**src/design/linear_probe_hash_table_macros.svh**
```systemverilog
// assertion macros used by the linear probe hash table datapath
`ifndef LINEAR_PROBE_HASH_TABLE_MACROS_SVH
`define LINEAR_PROBE_HASH_TABLE_MACROS_SVH

// antecedent implies consequent in the same cycle
`define LPHT_ASSERT_IMP(lbl, ante, cons) \
  lbl: assert property (@(posedge clk_i) disable iff (!rst_ni) (ante) |-> (cons)) \
    else $error("implication check failed");

// condition must never hold
`define LPHT_ASSERT_NEVER(lbl, cond) \
  lbl: assert property (@(posedge clk_i) disable iff (!rst_ni) !(cond)) \
    else $error("forbidden condition seen");

`endif

```
**src/design/lpht_pkg.sv**
```systemverilog
// shared types and constants of the linear probe hash table
package lpht_pkg;

  localparam int unsigned CAPACITY = 1024;  // power of two
  localparam int unsigned SLOT_W   = $clog2(CAPACITY);
  localparam int unsigned KEY_W    = 32;
  localparam int unsigned VAL_W    = 31;
  localparam int unsigned WORD_W   = 1 + KEY_W + VAL_W;

  localparam logic [63:0]       HASH_MULT = 64'd2654435761;
  localparam logic [SLOT_W-1:0] HASH_LO   = HASH_MULT[SLOT_W-1:0];
  localparam logic [SLOT_W-1:0] SLOT_LAST = SLOT_W'(CAPACITY - 1);

  localparam logic ACT_LOOKUP = 1'b0;
  localparam logic ACT_STORE  = 1'b1;

  typedef enum logic [1:0] {
    ST_CLEAR,
    ST_IDLE,
    ST_PROBE,
    ST_CHECK
  } lpht_state_e;

  typedef struct packed {
    logic clear_step;  // write an empty word at the sweep index
    logic load;        // capture the input item and its home slot
    logic rd_next;     // read the slot after the current one
    logic advance;     // step to the next slot
    logic finish;      // commit the store and load the result register
  } lpht_cmd_t;

  typedef struct packed {
    logic clear_last;
    logic probe_end;
    logic out_free;
  } lpht_stat_t;

  // low product bits give the residue for a power-of-two capacity
  function automatic logic [SLOT_W-1:0] home_slot(input logic [KEY_W-1:0] key);
    logic [2*SLOT_W-1:0] prod;
    prod = {{SLOT_W{1'b0}}, key[SLOT_W-1:0]} * {{SLOT_W{1'b0}}, HASH_LO};
    return prod[SLOT_W-1:0];
  endfunction

endpackage

```
**src/design/lpht_ctrl.sv**
```systemverilog
// controller state machine of the linear probe hash table
module lpht_ctrl (
  input  logic                   clk_i,
  input  logic                   rst_ni,
  input  logic                   in_valid_i,
  output logic                   in_ready_o,
  input  lpht_pkg::lpht_stat_t   stat_i,
  output lpht_pkg::lpht_cmd_t    cmd_o
);

  lpht_pkg::lpht_state_e state_q, state_d;

  always_ff @(posedge clk_i or negedge rst_ni) begin
    if (!rst_ni) begin
      state_q <= lpht_pkg::ST_CLEAR;
    end else begin
      state_q <= state_d;
    end
  end

  always_comb begin
    state_d = state_q;
    unique case (state_q)
      lpht_pkg::ST_CLEAR: begin
        if (stat_i.clear_last) state_d = lpht_pkg::ST_IDLE;
      end
      lpht_pkg::ST_IDLE: begin
        if (in_valid_i) state_d = lpht_pkg::ST_PROBE;
      end
      lpht_pkg::ST_PROBE: begin
        state_d = lpht_pkg::ST_CHECK;
      end
      lpht_pkg::ST_CHECK: begin
        if (stat_i.probe_end && stat_i.out_free) state_d = lpht_pkg::ST_IDLE;
      end
      default: state_d = lpht_pkg::ST_CLEAR;
    endcase
  end

  always_comb begin
    cmd_o      = '0;
    in_ready_o = 1'b0;
    unique case (state_q)
      lpht_pkg::ST_CLEAR: begin
        cmd_o.clear_step = 1'b1;
      end
      lpht_pkg::ST_IDLE: begin
        in_ready_o = 1'b1;
        cmd_o.load = in_valid_i;
      end
      lpht_pkg::ST_PROBE: begin
        cmd_o.rd_next = 1'b0;
      end
      lpht_pkg::ST_CHECK: begin
        if (!stat_i.probe_end) begin
          // read ahead so the next slot's word is ready as the index steps to it
          cmd_o.advance = 1'b1;
          cmd_o.rd_next = 1'b1;
        end else begin
          // while the result waits, keep rereading the current slot
          cmd_o.finish = stat_i.out_free;
        end
      end
      default: begin
        cmd_o = '0;
      end
    endcase
  end

endmodule

```
**config.mk**
```make
export PLATFORM = sky130hd
export DESIGN_NAME = lpht_ctrl
export DESIGN_NICKNAME = d
export VERILOG_FILES = /design/src/design/linear_probe_hash_table_macros.svh /design/src/design/lpht_pkg.sv /design/src/design/lpht_ctrl.sv
export SDC_FILE = /design/constraint.sdc
export NUM_CORES = 1
export LEC_CHECK = 0
export BUFFER_PORTS_ARGS = -buffer_cell sky130_fd_sc_hd__buf_4
export CORE_AREA = 2 2 39 41
export DETAILED_ROUTE_END_ITERATION = 10
export DIE_AREA = 0 0 41 43
export GPL_ROUTABILITY_DRIVEN = 0
export PLACE_DENSITY = 0.3
export SYNTH_ARGS = -nofsm -noshare
export SYNTH_HDL_FRONTEND = slang
export SYNTH_SLANG_ARGS = --single-unit
```
**constraint.sdc**
```tcl
create_clock -name clk_i -period 1.4 [get_ports clk_i]
set_input_delay 0.28 -clock clk_i [delete_from_list [all_inputs] [get_ports clk_i]]
set_output_delay 0.28 -clock clk_i [all_outputs]
set_load 0.05 [all_outputs]
```
==> results.cfg, run 1 <==
[run_status]
outcome = finished with violations
failed_checks = setup timing

[sta]
totalNegativeSetupSlack_ps = -829
timing_hold_violations_final = 0
fmax_ghz = 0.654
rsz0062_at_grt = true
max_slew.worst_pin.slew_ps = 402
post-route-period-util = 1.09
finalCriticalPeriod_ps = 1530
finalWorstSetupSlack_ps = -129
max-slew-margin-rel = 0.732
setup_violations = 8
maxSlewViolCount = 0
fin_worst_skew_ps = 1.23

[logic_synthesis]
synthDistinctLibCells = 11
ys_ff_latch = 2
postSynthCellCount = 18
synth_nets = 28
postSynthAreaPerCell_sq_um = 9.80
synth_area_sq_um = 176
synth_warnings = 0
yosysSeqAreaShare = 0.284

[clocking]
cts_root_buffer = clkbuf_4
htreeDepth = 1
numCtsBuffers = 3
clock_sinks = 2
clockBufferDepth = 2
tritoncts = done
path_clk_slew_ps = 30
clk_latency_ps = 220

[layout]
reg.largest.list = state_q x2
nNetsFinal = 55
regArea_sq_um = 51.3
nFillCells = 146
multiInputGateArea_sq_um = 150
drive_above_1_share = 0.814
largest_register_ffs = 2
final_util = 0.349
diodes = 0
area_growth_pct = 174
regMostFlops = state_q

[die]
core_sq_mm = 0.00138
die_w_um = 41
start_util = 0.127
dieArea_sq_mm = 0.00176
rows = 14
num_io_pins = 12
die_height_um = 43

[global_routing]
grt-ovfl-total = 0
grt_max_degree = 5
grt_antenna_before_repair = 0
grt_pass1_vias = 231
grt_pass1_wl_um = 779
grt.total_usage = 0.0732
grt_use_met1 = 0.0545
grt_util_met3 = 0.0314
gr-max-usage-layer = met2
met2_usage = 0.119

[routing]
vias = 215
wl_per_cell_um = 9.20
wirelength_um = 543
antenna_left = 0
routed_via_density = 3.64
drc_errors = 0
initialDrtViolationCount = 3
dr.pass1.iters = 5

[setup_path]
crit_fanout = 4
end_kind = register
criticalPathCategory = reg -> reg
crit_path_top_delay_cell = dfrtp_2
worstPathCellList = inv_2 > ha_4 > a222oi_1 > buf_4 > mux2i_2
cp_data_arrival_time_ps = 1660
max_stage_delay_ps = 410
cp_data_required_time_ps = 1530
critPathLaunchType = register

[worst_hold_path]
min_path_type = in -> async

[pwr]
max-vdd-ir-drop_mv = 0.885
cellLeakagePower_nw = 0.239
p_per_area_mw_per_mm2 = 2580

[job]
drv_cap = 0

[place]
port_buffers = 11
dp_hpwl_um = 350
## per-layer routing
layer / vias up / wire length, um / share of wire
met5: - / 0 / 0
met4: 0 / 0 / 0
met3: 0 / 39 / 0.072
met2: 7 / 323 / 0.59
met1: 100 / 181 / 0.33
li1: 108 / - / -
## path summary, 6_finish.rpt
check	cells after the start	slack, ps	endpoint	from
worst min-delay path	2	380	state_q[1]	rst_ni
min in group clk_i	4	550	state_q[1]	stat_i[0]
worst max-delay path	5	-130	state_q[0]	state_q[0]
worst min register to register	1	550	state_q[1]	state_q[1]
worst max register to register	5	-130	state_q[0]	state_q[0]
max in group asynchronous	2	920	state_q[0]	rst_ni
## cell families (layout without fill, tap and decap cells)
| group | Yosys count | count (layout) | synth area share |
|---|---|---|---|
| buffers and inverters | 5 | 30 | 0.128 |
| multiplexers | 2 | 2 | 0.121 |
| AND/OR/NAND/NOR | 4 | 4 | 0.128 |
| adder cells (fa/ha/maj) | 4 | 4 | 0.284 |
| AO/OA/AOI/OAI | 1 | 1 | 0.0567 |
| flip-flops | 2 | 2 | 0.284 |
## cell usage after synthesis
| master | n | area [sq um] |
|---|---|---|
| buf_4 | 1 | 7.51 |
| mux2_1 | 1 | 11.3 |
| nand2_1 | 1 | 3.75 |
| nor2b_1 | 1 | 6.26 |
| and2_1 | 1 | 6.26 |
| a222oi_1 | 1 | 10.0 |
| dfrtp_1 | 2 | 50.1 |
| and3_1 | 1 | 6.26 |
| inv_1 | 4 | 15.0 |
| mux2i_1 | 1 | 10.0 |
| ha_1 | 4 | 50.1 |
## report_power, final
part / switching, mW / total [mW] / leakage [nW] / internal, mW
sequential: 0.0387 / 0.131 / 0.0216 / 0.0924
combinational: 0.449 / 0.989 / 0.203 / 0.540
clock: 0.0331 / 0.128 / 0.0138 / 0.0946
## cell type report
cell class | instances | area share
tap | 16 | 0.0415
timing repair buffer | 23 | 0.464
multi-input combinational | 11 | 0.311
inverter | 4 | 0.0311
sequential | 2 | 0.106
clock buffer | 3 | 0.0466
## per-stage QoR
step                instances  power [mW]  area [sq um]  worst slack (ps)  hold slack [ps]
CTS                        56        1.07           415              -176              363
global placement           49       0.801           333              -219             62.2
global route               59        1.34           483              -252              365
floorplan                  18       0.579           200              -201            -15.6
finish                     59        1.25           483              -129              377
detailed placement         49       0.801           333              -179             63.5
## what timing repair did
action	4_1_cts	5_1_grt
gates resized for setup	9	11
pin swaps	1	3
hold buffers	1	0
endpoints found under the hold margin	2	0
endpoints found under the setup margin	7	8
setup buffers	3	3
## worst max-delay path: cells and delay by family, from the launching register on
kind	cells	cell delay, ps
flops	1	410
buf+inv	2	260
compound gates	1	410
fa+ha+maj	1	160
mux	1	200
## layout by cell type (no fill, tap or decap)
cell / instances
buf_4: 13
buf_6: 5
buf_8: 4
clkbuf_4: 3
inv_2: 2
inv_1: 2
ha_4: 2
and3_4: 1
nor2b_4: 1
and2_4: 1
nand2_1: 1
a222oi_1: 1
mux2i_2: 1
mux2_1: 1
ha_1: 1
ha_2: 1
dlygate4sd3_1: 1
dfrtp_2: 1
dfrtp_1: 1
Power figures use the tool's default switching activity.
==> inputs of run 2 (changes only) <==
--- a/config.mk
+++ b/config.mk
@@ -11,6 +11,8 @@
 export DIE_AREA = 0 0 41 43
 export GPL_ROUTABILITY_DRIVEN = 0
 export PLACE_DENSITY = 0.3
+export REMOVE_ABC_BUFFERS = 1
+export SLEW_MARGIN = 20
 export SYNTH_ARGS = -nofsm -noshare
 export SYNTH_HDL_FRONTEND = slang
 export SYNTH_SLANG_ARGS = --single-unit
==> run 2 against run 1 <==
Against the previous run:
- the flow still finishes with violations (setup timing)
- via count grew 4.2%
- sequential power barely moved
- largest cell class unchanged
- clock skew up 1.1 ps
==> results.cfg, run 2 (synthesized netlist as in run 1, its figures left out) <==
[sta]
fin_worst_skew_ps = 2.32
max-slew-margin-rel = 0.826
fmax_ghz = 0.653
finalCriticalPeriod_ps = 1530
fin_hold_ws_ps = 375
rsz0062_at_grt = true
totalNegativeSetupSlack_ps = -744
max_slew.worst_pin.slew_ps = 261
timing_hold_violations_final = 0
setup_violations = 7
post-route-period-util = 1.09
finalWorstSetupSlack_ps = -131
maxSlewViolCount = 0

[place]
dp_hpwl_um = 367
dp_slack_ps = -224
dp.cells = 50
placedInstanceArea_sq_um = 317
port_buffers = 11

[setup_path]
max_stage_delay_ps = 390
rr_endpoint = state_q[1]
cp_data_arrival_time_ps = 1250
critPathLaunchType = register
worstPathCellList = inv_2 > ha_4 > buf_6 > and2_4 > buf_8
critPathBufInv = 3
cp_data_required_time_ps = 1120
cp_top_family = flip-flops
crit_fanout = 3
cp_num_cells = 5
rrSetupSlack_ps = -120
reg2reg_depth = 5
criticalPathCategory = reg -> out
r2r_start = state_q[0]
crit_path_top_delay_cell = dfrtp_1
end_kind = output pin

[routing]
vias = 224
antenna_left = 0
dr.pass1.iters = 4
wl_per_cell_um = 9.54
wirelength_um = 563
initialDrtViolationCount = 6
drc_errors = 0
routed_via_density = 3.80

[die]
start_util = 0.127
core_sq_mm = 0.00138
rows = 14
num_io_pins = 12
dieArea_sq_mm = 0.00176
die_w_um = 41
die_height_um = 43

[layout]
nNetsFinal = 55
layout_commonest_cell = buf_4
fin_cells = 59
reg.largest.list = state_q x2
area_growth_pct = 178
diodes = 0
largest_register_ffs = 2
final_cell_mix = buf_4 (11), buf_6 (7), buf_8 (4), clkbuf_4 (3)
design_area_sq_um = 490
drive_above_1_share = 0.814
regMostFlops = state_q

[global_routing]
grt_max_degree = 5
grt.total_usage = 0.0752
grt-ovfl-total = 0
grt_pass1_wl_um = 821
grt_pass1_vias = 221
grt_antenna_before_repair = 0

[clocking]
htreeDepth = 1
clockBufferDepth = 2
cts_root_buffer = clkbuf_4
clk_latency_ps = 220
tritoncts = done
path_clk_slew_ps = 30
numCtsBuffers = 3
clock_sinks = 2

[pwr]
p_per_area_mw_per_mm2 = 2640
cellLeakagePower_nw = 0.248
max-vdd-ir-drop_mv = 1.05

[run_status]
outcome = finished with violations
failed_checks = setup timing

[worst_hold_path]
min_path_type = in -> async

[job]
drv_cap = 0
## run 2: cell counts in the layout (fill, tap and decap cells not counted)
No cell type changed its count.
## run 2: layout make-up
type,count,area [sq um]
inverters,4,15.0
well taps,16,20.0
fillers,151,893
repair buffers,23,231
flip-flops and latches,2,51.3
multi-input cells,11,150
clock buffers,3,22.5
## run 2: report_power, final
part           leakage (nW)  switching (mW)  total, mW  internal, mW
Combinational         0.212           0.453       1.04         0.586
Clock                0.0138          0.0314      0.126        0.0945
Sequential           0.0216          0.0387      0.131        0.0924
Total                 0.248           0.523       1.30         0.773
## run 2: worst max-delay path by stage
| stage | start | to |
|---|---|---|
| after floorplan | state_q[0] | cmd_o[1] |
| after global placement | state_q[0] | state_q[1] |
| after detailed placement | state_q[0] | state_q[1] |
| after CTS | state_q[0] | cmd_o[0] |
| after global routing | state_q[1] | cmd_o[3] |
| final | state_q[1] | cmd_o[3] |
## run 2: repair_timing
action,in CTS,in global routing
pin swaps,3,2
resized for setup,27,1
endpoints found under the hold margin,2,0
hold buffers,1,0
setup endpoints to repair,8,8
setup buffers,3,2
## run 2: stage by stage
step / total power [mW] / utilization
finish: 1.30 / 0.354
global placement: 0.771 / 0.229
detailed placement: 0.770 / 0.229
floorplan: 0.502 / -
CTS: 1.25 / 0.341
global route: 1.39 / 0.354
## run 2: layer usage
layer | track usage | up-vias | share of wire
li1 | - | 109 | -
met5 | 0 | - | 0
met3 | 0.0314 | 0 | 0.10
met2 | 0.141 | 12 | 0.58
met1 | 0.0481 | 103 | 0.32
met4 | 0.0600 | 0 | 0
==> inputs of run 3 (changes only) <==
--- a/config.mk
+++ b/config.mk
@@ -5,12 +5,14 @@
 export SDC_FILE = /design/constraint.sdc
 export NUM_CORES = 1
 export LEC_CHECK = 0
+export ABC_AREA = 1
 export BUFFER_PORTS_ARGS = -buffer_cell sky130_fd_sc_hd__buf_4
 export CORE_AREA = 2 2 39 41
 export DETAILED_ROUTE_END_ITERATION = 10
 export DIE_AREA = 0 0 41 43
 export GPL_ROUTABILITY_DRIVEN = 0
-export PLACE_DENSITY = 0.3
+export MAX_ROUTING_LAYER = met4
+export PLACE_DENSITY = 0.33
 export REMOVE_ABC_BUFFERS = 1
 export SLEW_MARGIN = 20
 export SYNTH_ARGS = -nofsm -noshare
==> run 3 against run 2 <==
Against the previous run:
- the run still ends with setup timing left
- core utilization down 3.3 points
- synthesized area up 21%
- first-iteration DRC count fell by 67%
- combinational power fell by 21%
- highest routed layer unchanged
==> results.cfg, run 3 <==
[run_status]
outcome = finished with violations
failed_checks = setup timing

[logic_synthesis]
postSynthAreaPerCell_sq_um = 7.60
synthTopCellsByArea = dfrtp_1 (24%), ha_1 (24%), inv_1 (12%)
ys_ff_latch = 2
synth_most_common_cell = inv_1
yosys_most_used_dff = dfrtp_1
yosysSeqAreaShare = 0.235
synth_edf_count = 0
synth_top_area_frac = 0.235
async_flop_share = 1.00
postSynthCellCount = 28
synth_warnings = 0
yosys.area.top_type = dfrtp_1
synth_area_sq_um = 213
synthDistinctLibCells = 10
ys_top_cells_by_count = inv_1 (7), nand2_1 (5), ha_1 (4)

[routing]
dr.pass1.iters = 2
wl_per_cell_um = 8.16
routed_via_density = 3.66
wirelength_um = 506
initialDrtViolationCount = 2
antenna_left = 0
vias = 227
drc_errors = 0

[global_routing]
grt_pass1_vias = 226
grt.total_usage = 0.0699
grt_pass1_wl_um = 800
grt-ovfl-total = 0
grt_antenna_before_repair = 0
grt_max_degree = 5

[sta]
setup_violations = 1
finalCriticalPeriod_ps = 1410
post-route-period-util = 1.00
maxSlewViolCount = 0
finalWorstSetupSlack_ps = -5.46
fin_worst_skew_ps = 0.585
max_slew.worst_pin.slew_ps = 147
totalNegativeSetupSlack_ps = -5.46
max-slew-margin-rel = 0.903
fmax_ghz = 0.712
timing_hold_violations_final = 0
rsz0062_at_grt = true

[layout]
layout_commonest_cell = buf_4
drive_above_1_share = 0.717
nNetsFinal = 58
final_util = 0.322
regMostFlops = state_q
fin_cells = 62
largest_register_ffs = 2
reg.largest.list = state_q x2
final_cell_mix = buf_4 (10), inv_1 (4), nand2_2 (4), nand2_1 (4)
design_area_sq_um = 445
diodes = 0
area_growth_pct = 109

[setup_path]
end_kind = output pin
cp_data_required_time_ps = 1120
max_stage_delay_ps = 440
crit_path_top_delay_cell = dfrtp_2
criticalPathCategory = reg -> out
worstPathCellList = inv_4 > ha_4 > nand2_2 > inv_2 > buf_8
critPathLaunchType = register
crit_fanout = 3
cp_data_arrival_time_ps = 1130

[place]
dp_hpwl_um = 370
placedInstanceArea_sq_um = 308
dp.cells = 54
port_buffers = 11

[clocking]
clockBufferDepth = 2
clock_sinks = 2
htreeDepth = 1
numCtsBuffers = 3
path_clk_slew_ps = 30
cts_root_buffer = clkbuf_4
tritoncts = done
clk_latency_ps = 220

[worst_hold_path]
min_path_type = in -> async

[job]
drv_cap = 0

[die]
die_height_um = 43
num_io_pins = 12
dieArea_sq_mm = 0.00176
start_util = 0.154
rows = 14
die_w_um = 41
core_sq_mm = 0.00138

[pwr]
cellLeakagePower_nw = 0.229
max-vdd-ir-drop_mv = 0.750
total_power_mw = 1.10
p_per_area_mw_per_mm2 = 2470
-- run 3: changes by cell type after synthesis, moves of 2 or more --
cell     delta
nand2_2     +3
nor2_1      +2
nand4_1     +2
inv_1       +3
nand2_1     +4
-- run 3: per-layer routing --
| layer | track usage | wire, um | vias up |
|---|---|---|---|
| li1 | - | - | 118 |
| met1 | 0.0769 | 179 | 105 |
| met2 | 0.109 | 309 | 4 |
| met3 | 0 | 18 | 0 |
| met4 | 0.0600 | 0 | 0 |
| met5 | - | 0 | - |
-- run 3: final cells by class --
type / count / area, sq um
sequential: 2 / 52.6
tap: 16 / 20.0
clock buffer: 3 / 22.5
inverter: 7 / 31.3
timing repair buffer: 16 / 153
fill: 158 / 938
multi-input combinational: 18 / 166
-- run 3: kinds of logic (layout without fill, tap and decap cells) --
| logic type | after synthesis | count (layout) | synth area share |
|---|---|---|---|
| adders and majority gates | 4 | 4 | 0.235 |
| buffers and inverters | 8 | 26 | 0.159 |
| DFF | 2 | 2 | 0.235 |
| and+or+nand+nor | 14 | 14 | 0.371 |
-- run 3: final timing paths --
check,from,to,slack [ps],cells after the start
setup / recovery,state_q[1],cmd_o[3],-5,5
hold / removal,rst_ni,state_q[1],370,2
setup reg to reg,state_q[1],state_q[0],260,7
hold reg to reg,state_q[1],state_q[1],560,2
max in group asynchronous,rst_ni,state_q[0],930,2
min in group clk_i,stat_i[2],state_q[0],460,5
-- run 3: power breakdown --
group / internal (mW) / leakage [nW] / switching, mW
registers: 0.0973 / 0.0215 / 0.0560
logic: 0.356 / 0.194 / 0.469
clock network: 0.0943 / 0.0138 / 0.0297
-- run 3: critical path, delay by kind of cell (launching register included) --
family	cells	cell delay, ps
adder cells (fa/ha/maj)	1	140
buffers and inverters	3	260
flip-flops	1	440
AND/OR/NAND/NOR	1	50
-- run 3: per-stage QoR --
step | worst slack [ps] | hold WS [ps]
global route | -54.9 | 393
floorplan | -805 | -15.6
detailed placement | 72.7 | 63.2
CTS | -44.3 | 361
finish | -5.46 | 375
global placement | 103 | 62.2
-- run 3: timing repair --
action	4_1_cts	5_1_grt
endpoints found under the setup margin	6	6
hold endpoints to repair	2	0
hold buffers	1	0
resized for setup	15	8
pin swaps	3	2
buffers inserted	4	0
